<file path="src/design/rounded_rect_vertex_gen_macros.svh">
// assertion macros for the rounded rectangle vertex generator
`ifndef ROUNDED_RECT_VERTEX_GEN_MACROS_SVH
`define ROUNDED_RECT_VERTEX_GEN_MACROS_SVH
`ifndef SYNTH
`define RRV_ASSERT(lbl, prop) \
   lbl: assert property (@(posedge clock) disable iff (reset) prop) \
      else $error("rrv assertion failed");
`define RRV_ASSERT_NEXT(lbl, pre, post) \
   lbl: assert property (@(posedge clock) disable iff (reset) (pre) |=> (post)) \
      else $error("rrv assertion failed");
`else
`define RRV_ASSERT(lbl, prop)
`define RRV_ASSERT_NEXT(lbl, pre, post)
`endif
`endif

</file>
<file path="src/design/rrv_pkg.sv">
package rrv_pkg;

   localparam int IDX_W = 6;
   localparam int LEN_W = 16;
   localparam int POS_W = 16;
   localparam int TEX_W = 17;
   localparam int CNT_W = 7;

   localparam int MAX_VERTICES_DEF = 64;
   localparam int ANGLE_BITS_DEF   = 16;

   localparam int CORDIC_STEPS = 30;
   localparam int CX_W = 33;
   localparam int CZ_W = 34;
   localparam int CS_W = 18;
   localparam logic [31:0] CORDIC_GAIN = 32'd652032874;

   typedef enum logic [1:0] {
      CSR_RADIUS,
      CSR_WIDTH,
      CSR_HEIGHT,
      CSR_COUNT
   } csr_index_type;

   typedef enum logic [1:0] {
      XS_PLUS,
      XS_MINUS,
      XS_NONE
   } x_side_type;

   typedef struct packed {
      logic       err;
      logic       last;
      x_side_type xs;
      logic       y_plus;
      logic [1:0] quad;
   } side_type;

   typedef struct packed {
      logic signed [CX_W-1:0] x;
      logic signed [CX_W-1:0] y;
      logic signed [CZ_W-1:0] z;
   } cordic_type;

   // derived shape values, to be kept constant by the user while items flow; the block does not enforce it
   typedef struct packed {
      logic [LEN_W-1:0] radius;
      logic [LEN_W-1:0] half_x;
      logic [LEN_W-1:0] half_y;
      logic [TEX_W-1:0] u_factor;
      logic [TEX_W-1:0] v_factor;
   } shape_type;

   // atan(2^-k) in units of 2^32 per turn
   function automatic logic [CZ_W-1:0] atan_turn(input int k);
      unique case (k)
         0:  return 34'd536870912;
         1:  return 34'd316933406;
         2:  return 34'd167458907;
         3:  return 34'd85004756;
         4:  return 34'd42667331;
         5:  return 34'd21354465;
         6:  return 34'd10679838;
         7:  return 34'd5340245;
         8:  return 34'd2670163;
         9:  return 34'd1335087;
         10: return 34'd667544;
         11: return 34'd333772;
         12: return 34'd166886;
         13: return 34'd83443;
         14: return 34'd41722;
         15: return 34'd20861;
         16: return 34'd10430;
         17: return 34'd5215;
         18: return 34'd2608;
         19: return 34'd1304;
         20: return 34'd652;
         21: return 34'd326;
         22: return 34'd163;
         23: return 34'd81;
         24: return 34'd41;
         25: return 34'd20;
         26: return 34'd10;
         27: return 34'd5;
         28: return 34'd3;
         29: return 34'd1;
         default: return '0;
      endcase
   endfunction

endpackage

</file>
<file path="src/design/rrv_cordic_cell.sv">
module rrv_cordic_cell
   import rrv_pkg::*;
#(
   parameter int K = 0
) (
   input  logic       clock,
   input  logic       reset,
   input  logic       in_valid,
   input  cordic_type in_data,
   input  side_type   in_side,
   output logic       ready_up,
   input  logic       ready_dn,
   output logic       out_valid,
   output cordic_type out_data,
   output side_type   out_side
);

   logic signed [CX_W-1:0] x;
   logic signed [CX_W-1:0] y;
   logic signed [CZ_W-1:0] z;
   logic signed [CX_W-1:0] dx;
   logic signed [CX_W-1:0] dy;
   logic signed [CZ_W-1:0] step;
   cordic_type             data_in;
   logic                   valid_ff;
   cordic_type             data_ff;
   side_type               side_ff;

   assign ready_up = !valid_ff || ready_dn;

   // one micro-rotation, direction from the sign of the residual angle
   always_comb begin
      x    = in_data.x;
      y    = in_data.y;
      z    = in_data.z;
      dx   = y >>> K;
      dy   = x >>> K;
      step = signed'(atan_turn(K));
      if (!z[CZ_W-1]) begin
         data_in.x = x - dx;
         data_in.y = y + dy;
         data_in.z = z - step;
      end else begin
         data_in.x = x + dx;
         data_in.y = y - dy;
         data_in.z = z + step;
      end
   end

   always_ff @(posedge clock) begin
      if (reset) begin
         valid_ff <= 1'b0;
      end else if (ready_up) begin
         valid_ff <= in_valid;
      end
      if (ready_up && in_valid) begin
         data_ff <= data_in;
         side_ff <= in_side;
      end
   end

   assign out_valid = valid_ff;
   assign out_data  = data_ff;
   assign out_side  = side_ff;

endmodule

</file>
<file path="config.mk">
export PLATFORM = sky130hd
export DESIGN_NAME = rrv_cordic_cell
export DESIGN_NICKNAME = d
export VERILOG_FILES = /design/src/design/rounded_rect_vertex_gen_macros.svh /design/src/design/rrv_pkg.sv /design/src/design/rrv_cordic_cell.sv
export SDC_FILE = /design/constraint.sdc
export NUM_CORES = 1
export LEC_CHECK = 0
export BUFFER_PORTS_ARGS = -buffer_cell sky130_fd_sc_hd__buf_4
export CAP_MARGIN = 0
export CORE_MARGIN = 8
export CORE_UTILIZATION = 50
export DETAILED_ROUTE_END_ITERATION = 16
export GPL_TIMING_DRIVEN = 0
export PLACE_DENSITY = 0.79
export SYNTH_ARGS = -nofsm -noshare
export SYNTH_HDL_FRONTEND = slang
export SYNTH_SLANG_ARGS = --single-unit
</file>
<file path="constraint.sdc">
create_clock -name clock -period 3.41 [get_ports clock]
set_clock_uncertainty 0.2 [all_clocks]
set_input_delay 0.1705 -clock clock [delete_from_list [all_inputs] [get_ports clock]]
set_output_delay 0.1705 -clock clock [all_outputs]
set_load 0.01 [all_outputs]
</file>
Yosys cells after proc, flatten, opt, wreduce, memory -nomap -nowiden:

Index checks and enable logic that the tools add are counted.

* word-level logic and storage cells: 18
* memories kept: 0
* output and inout port bits: 109
* RAM bits: 0
* bits in latches: 0
* memory bits (read-only): 0
* bits in registers: 108

* add/sub/neg operators: 5
* shift-type cells: 0
* divide/modulo/power cells: 0
* reduce and logical (&&, ||, !) cells: 3
* bitwise gates (word level): 0
* multipliers: 0
* mux-type cells: 1
* order comparisons: 0
* eq/ne operators: 0

Operators with widths (count)
* 100-bit 2-to-1 mux: 1
* 33-bit subtractor: 2
* 34-bit by 31-bit adder with 34-bit output, second input constant: 1
* 34-bit by 31-bit subtractor with 34-bit output, second input constant: 1
* 33-bit adder: 1
* 1-bit logical AND: 1
* 1-bit zero test: 1
* 1-bit logical OR: 1

Logic depth before layout (Yosys ltp):

Gate-level depths: netlist of the first run.

* word-level depth: 3
* mapped depth: 13
* mapped depth without buffers: 13

Least setup slack after synthesis of the first run:

Ideal clock, no wire load.

* path kind: flip-flop to flip-flop
* start: register valid_ff, in the netlist out_valid
* end: register data_ff, in the netlist out_data[0] (enable)
* cell stages (with the launch flop): 3
* required time: 2733 ps
* arrival: 2972 ps
* path buffers: 0
* path slack: -239 ps
* period minus slack after synthesis: 3649 ps
* path through: dfxtp_1 nand2b_1 and2_1

* longest elaborated chain between the ends: 3

RTL lines
* start: declaration: line rrv_cordic_cell.sv:25 `logic valid_ff;`
* start signal: assignment: line rrv_cordic_cell.sv:54 `valid_ff <= in_valid;`
* 1-bit zero test: line rrv_cordic_cell.sv:29 `assign ready_up = !valid_ff || ready_dn;`
* 1-bit logical OR: line rrv_cordic_cell.sv:29
* named net ready_up: line rrv_cordic_cell.sv:11 `output logic ready_up,`
* 1-bit logical AND: line rrv_cordic_cell.sv:56 `if (ready_up && in_valid) begin`
* end signal: assignment: line rrv_cordic_cell.sv:57 `data_ff <= data_in;`
* end: declaration: line rrv_cordic_cell.sv:26 `cordic_type data_ff;`

The timed path passes the listed nets, and every way through them passes these cells.
A chain may end at the register's enable or synchronous reset.

==> impl_metrics.py, run 1 <==
metrics = {
    "yosys": {
        "synth.ff_latch_count": 107,
        "syn_avg_cell_area_um2": 9.13,
        "ys_types": 81,
        "synth_warnings": 0,
        "syn_inst": 975,
        "synth_common_cells": "a21oi_1 (117), edfxtp_1 (106), inv_1 (103), ha_1 (99), nor2_1 (90)",
        "synth_top_cell_area_share_pct": 35.8,
        "synth_area_leaders": "edfxtp_1 (36%), ha_1 (14%), a21oi_1 (6.6%), xnor2_1 (5.7%), inv_1 (4.3%)",
        "synthArstFlopShare_pct": 0,
        "synth_most_common_cell": "a21oi_1",
        "synth_nets": 1189,
        "yosysTopAreaCell": "edfxtp_1",
        "synth-edff-count": 106,
        "ys_seq_area_share_pct": 36.0,
        "synth_area_um2": 8900,
        "synth_flop_cell": "edfxtp_1",
    },
    "global_route": {
        "antenna_found_initial": 0,
        "grt_pass1_wl_um": 47300,
        "grt-ovfl-total": 0,
        "gr-usage-all-layers_pct": 27.0,
        "grt_pass1_vias": 8384,
        "grt_max_degree": 67,
    },
    "layout": {
        "seq_area_um2": 3200,
        "postLayoutCoreUtil_pct": 66.8,
        "area_growth_pct": 30.3,
        "fill_cells": 1410,
        "fin_nets": 1460,
        "diodes": 0,
        "layoutNonFillerInstCount": 1476,
        "drive_gt1_share_pct": 22.9,
        "multi_input_area_um2": 5160,
    },
    "worst_setup_path": {
        "critPathTopFamily": "compound AO/OA/AOI/OAI gates",
        "worstPathMaxFanout": 9,
        "start_kind": "input pin",
        "cp.required_ns": 3.30,
        "critPathMaxStageDelay_ns": 0.49,
        "arrival_ns": 3.17,
        "crit_slowest_cell": "o41ai_2",
        "path_buf_inv": 3,
        "path_cells": "buf_4 > inv_1 > ha_1 > buf_2 > a21o_1 > a221oi_2 > nor2b_1 > o41ai_2 > nor2_1 > nor4_4 > o221ai_1 > nand2b_1 > a32oi_1 > xor2_1",
        "critical_path_class": "input pin to flip-flop",
        "endpoint_kind": "flip-flop",
    },
    "run_status": {
        "status": "finished clean",
    },
    "clock_tree": {
        "cts.htree.levels": 3,
        "root_buffer": "clkbuf_16",
        "tritoncts": "done",
        "cts-buffers-inserted": 9,
        "clock_path_buffers": 2,
        "clk_pin_slew_ns": 0.07,
        "cts_setup_buffers": 0,
        "clk-insertion-delay-late_ns": 0.35,
        "cts.sinks": 107,
    },
    "sta": {
        "finalHoldViolations": 0,
        "rsz0062_at_grt": "false",
        "setup_viol": 0,
        "period_share_pct": 96.3,
        "fmax_ghz": 0.305,
        "tns_ns": 0,
        "maxSlewViolCount": 0,
        "tightestPinTransition_ns": 1.00,
        "fin_crit_ns": 3.28,
        "whs_ns": 0.00997,
        "relSlewSlack_pct": 33.1,
    },
    "drt": {
        "drt-initial-drc-count": 893,
        "routed_wl_um": 30900,
        "post_drt_via_cell_ratio": 5.78,
        "vias": 8533,
        "routedWlPerCell_um": 20.9,
        "ant_nets": 0,
        "dr.pass1.iters": 6,
        "drcViolationCount": 0,
    },
    "placed_design": {
        "io_buffers": 219,
        "dp.cells": 1420,
        "globalplace.congestion": 0.971,
        "dp.final_hpwl_um": 24000,
    },
    "pwr": {
        "peakVddDrop_v": 0.000255,
        "power.density_nw_per_um2": 376,
        "finalPower_w": 0.00436,
        "p_leak_nw": 5.17,
    },
    "flow_run": {
        "drv_cap": 0,
    },
    "floorplan": {
        "die_w_um": 149,
        "rows": 48,
        "die_h_um": 149,
        "initial_utilization_pct": 51.3,
        "io_pins": 220,
        "core-area_um2": 17400,
        "die_area_um2": 22300,
    },
    "hold_path": {
        "min_path_type": "input pin to flip-flop",
    },
}
==> stage by stage <==
stage	setup slack (ns)	cell area [um2]
after global routing	0.0417	11600
after floorplan	0.549	8900
after detailed placement	-0.385	10900
final	0.128	11600
after global placement	-0.365	10800
after CTS	0.108	11500
==> sequential cells by signal, summed over array words and instances, names as in the netlist <==
register,cells
out_side,7
out_valid,1
out_data,99
==> power breakdown <==
group / switching, W / internal (W) / leakage, nW
Sequential: 0.0000540 / 0.00165 / 1.03
Clock: 0.000498 / 0.000506 / 0.131
Combinational: 0.000957 / 0.000699 / 4.00
Total: 0.00151 / 0.00285 / 5.17
==> placed cells by master, fill, tap and decap left out, drive strengths merged, types with 10 or more instances in the layout <==
| cell type | instances |
|---|---|
| dlygate4sd3 | 40 |
| nand2 | 46 |
| inv | 108 |
| clkbuf | 31 |
| nor2 | 90 |
| o21ai | 57 |
| a21o | 21 |
| o21bai | 19 |
| and2 | 11 |
| ha | 99 |
| edfxtp | 106 |
| a31oi | 12 |
| o31ai | 14 |
| nand2b | 12 |
| o211ai | 11 |
| nand3 | 16 |
| buf | 243 |
| nor3 | 14 |
| xnor2 | 58 |
| mux2i | 10 |
| nor2b | 11 |
| a21oi | 117 |
==> routing by layer <==
| metal | routed length [um] | vias to the layer above | global-route usage, % |
|---|---|---|---|
| li1 | - | 4000 | - |
| met1 | 13000 | 4021 | 36.3 |
| met2 | 14200 | 465 | 43.5 |
| met3 | 3170 | 47 | 5.67 |
| met4 | 515 | 0 | 6.71 |
| met5 | 0 | - | 0 |
==> worst register-to-register path, cell delays in order, from the launching register on <==
cell      delay (ns)
dfxtp_1         0.32
nand2b_1        0.11
and2_4          0.53
buf_16          0.36
==> cell type report <==
cell class | count | area share, %
repair buffers | 260 | 17.9
inverters | 106 | 3.48
plain buffers | 44 | 1.72
flip-flops and latches | 107 | 27.6
well taps | 225 | 2.43
clock inverters | 6 | 0.421
clock buffers | 10 | 1.98
multi-input cells | 718 | 44.5
==> path summary, 6_finish.rpt <==
check	start	to	cells after the start	slack [ns]
worst max-delay path	in_data[46]	out_data[97]$_DFFE_PP_	14	0.13
worst min-delay path	in_data[67]	out_data[34]$_DFFE_PP_	3	0.01
worst max register to register	out_valid$_SDFFE_PP0N_	out_data[9]$_DFFE_PP_	3	1.52
worst min register to register	out_valid$_SDFFE_PP0N_	out_data[2]$_DFFE_PP_	2	0.80
==> cell families after synthesis <==
family          Yosys count  share of synthesized area, %
compound gates          312                          22.8
xor+xnor                 65                          6.40
fa+ha+maj               103                          14.8
buf+inv                 150                          6.76
flops                   107                          36.0
mux                      10                          1.13
simple gates            228                          12.1
==> what timing repair did <==
| action | 4_1_cts | 5_1_grt |
|---|---|---|
| hold endpoints to repair | 39 | 0 |
| gates resized for setup | 1 | 9 |
| hold buffers | 40 | 0 |
| pin swaps | 0 | 0 |
| setup endpoints to repair | 2 | 8 |
| gates cloned | 0 | 0 |
(Power assumes the default switching activity.)
==> inputs of run 2 (changes only) <==
Settings changed: CORE_UTILIZATION 50 to 55, PLACE_DENSITY 0.79 to 0.82, RECOVER_POWER set to 25.
Clock period 3.41 ns to 4.2 ns, I/O delays scaled along.
==> run 2 against run 1 <==
Hold slack improved by 0.048 ns. Combinational power decreased by 19%. Critical path depth unchanged. Sequential share of layout area increased by 0.63 points. First-iteration DRC count increased by 20%. Setup slack improved by 0.26 ns. Non-clock buffer count unchanged. Die area decreased by 8.1%. Largest cell class unchanged. Highest routed layer unchanged.
==> impl_metrics.py, run 2 (synthesized netlist as in run 1, its figures left out) <==
metrics = {
    "placed_design": {
        "dpl_cell_area_um2": 10800,
        "dp.final_hpwl_um": 25400,
        "io_buffers": 219,
        "globalplace.congestion": 1.02,
    },
    "worst_setup_path": {
        "rr_worst_depth": 3,
        "critical_path_class": "input pin to flip-flop",
        "start_kind": "input pin",
        "cp.required_ns": 4.07,
        "worstPathMaxFanout": 10,
        "endpoint_kind": "flip-flop",
        "arrival_ns": 3.69,
    },
    "sta": {
        "fmax_ghz": 0.262,
        "finalHoldViolations": 0,
        "maxSlewViolCount": 0,
        "setup_viol": 0,
        "rsz0062_at_grt": "false",
        "fin_crit_ns": 3.81,
        "period_share_pct": 90.8,
        "tightestPinTransition_ns": 1.02,
        "tns_ns": 0,
        "relSlewSlack_pct": 32.1,
    },
    "clock_tree": {
        "cts_resized": 0,
        "cts.htree.levels": 3,
        "cts-buffers-inserted": 9,
        "root_buffer": "clkbuf_16",
        "clock_path_buffers": 2,
        "cts_setup_buffers": 0,
        "clk_pin_slew_ns": 0.08,
        "tritoncts": "done",
        "cts.sinks": 107,
        "clk-insertion-delay-late_ns": 0.35,
    },
    "pwr": {
        "p_sw_w": 0.00126,
        "power.density_nw_per_um2": 313,
        "internal_power_w": 0.00229,
        "peakVddDrop_v": 0.000195,
        "p_sw_share_pct": 35.5,
        "p_clk_share_pct": 23.2,
        "seqPwrFrac_pct": 39.1,
        "p_leak_nw": 4.97,
        "p_comb_share_pct": 37.7,
    },
    "layout": {
        "fin_nets": 1460,
        "drive_gt1_share_pct": 18.1,
        "largest_reg_flops": 99,
        "final_cell_mix": "buf_4 (141), a21oi_1 (117), edfxtp_1 (106)",
        "area_growth_pct": 27.4,
        "mostFrequentLayoutCell": "buf_4",
        "diodes": 0,
        "fin_area_um2": 11300,
    },
    "global_route": {
        "grt_max_degree": 76,
        "gr-usage-all-layers_pct": 32.1,
        "grt_pass1_wl_um": 50400,
        "grt-ovfl-total": 0,
        "antenna_found_initial": 0,
        "grt_pass1_vias": 8719,
    },
    "drt": {
        "ant_nets": 0,
        "vias": 9023,
        "routedWlPerCell_um": 23.2,
        "post_drt_via_cell_ratio": 6.15,
        "dr.pass1.iters": 6,
        "drcViolationCount": 0,
        "routed_wl_um": 34100,
        "drt-initial-drc-count": 1073,
    },
    "floorplan": {
        "die_w_um": 143,
        "die_h_um": 143,
        "core-area_um2": 15800,
        "die_area_um2": 20500,
        "initial_utilization_pct": 56.2,
        "io_pins": 220,
        "rows": 46,
    },
    "flow_run": {
        "drv_cap": 0,
    },
    "run_status": {
        "status": "finished clean",
    },
    "hold_path": {
        "whs_path_depth": 3,
        "min_path_type": "input pin to flip-flop",
    },
}
-- run 2: changes by cell type in the layout (fill, tap and decap cells not counted), sizes merged --
cell and delta:
buf -80, clkbuf +81, inv -1, clkinv +1, clkinvlp -1
-- run 2: layout make-up --
class,instances,area [um2]
buffer,44,199
clock buffer,11,243
clock inverter,5,37.5
fill,1251,4490
inverter,106,403
multi-input combinational,718,5090
sequential,107,3200
tap,216,270
timing repair buffer,260,1880
-- run 2: per-layer routing --
metal	share of wire (%)	vias to the layer above	GRT usage, %
met3	11	119	6.18
met1	39	4237	40.1
li1	-	4008	-
met5	0	-	0
met4	4.2	0	14.2
met2	46	659	52.8
-- run 2: through the flow --
step | total power, W | setup slack [ns] | util [%] | cells | hold slack, ns
after detailed placement | 0.00269 | 0.295 | 68.5 | 1411 | 0.176
after floorplan | 0.00215 | 0.551 | - | 975 | 0.0791
after global placement | 0.00267 | -0.212 | 68.3 | 1410 | 0.164
after global routing | 0.00367 | 0.347 | 71.6 | 1467 | 0.0695
final | 0.00355 | 0.387 | 71.6 | 1467 | 0.0582
after CTS | 0.00353 | 0.615 | 72.8 | 1467 | 0.0472
-- run 2: power by group through the flow --
stage | sequential (W) | clock [W] | combinational, W
after CTS | 0.00138 | 0.000822 | 0.00133
after global routing | 0.00139 | 0.000860 | 0.00142
after floorplan | 0.00146 | 0 | 0.000688
final | 0.00139 | 0.000825 | 0.00134
after global placement | 0.00141 | 0 | 0.00126
after detailed placement | 0.00141 | 0 | 0.00129
-- run 2: path summary, 6_finish.rpt --
path                                        startpoint                endpoint  slack (ns)
worst min-delay path                       in_data[67]  out_data[34]$_DFFE_PP_        0.06
worst max-delay path                       in_data[38]  out_data[97]$_DFFE_PP_        0.39
worst max register to register  out_valid$_SDFFE_PP0N_  out_data[77]$_DFFE_PP_        2.28
worst min register to register  out_valid$_SDFFE_PP0N_  out_data[57]$_DFFE_PP_        0.81
-- run 2: critical path, stage by stage --
cell and delay (ns):
buf_4 0.10, inv_1 0.05, ha_1 0.30, buf_4 0.18
and2_1 0.20, a221oi_2 0.34, a21oi_1 0.18, nor3_1 0.74
nor4_1 0.15, nor4_2 0.42, o221ai_1 0.29, nand2b_1 0.18
a32oi_1 0.13, xor2_1 0.20
-- run 2: what timing repair did --
action,CTS,global route
hold buffers,40,0
endpoints found under the setup margin,0,0
hold endpoints to repair,39,0
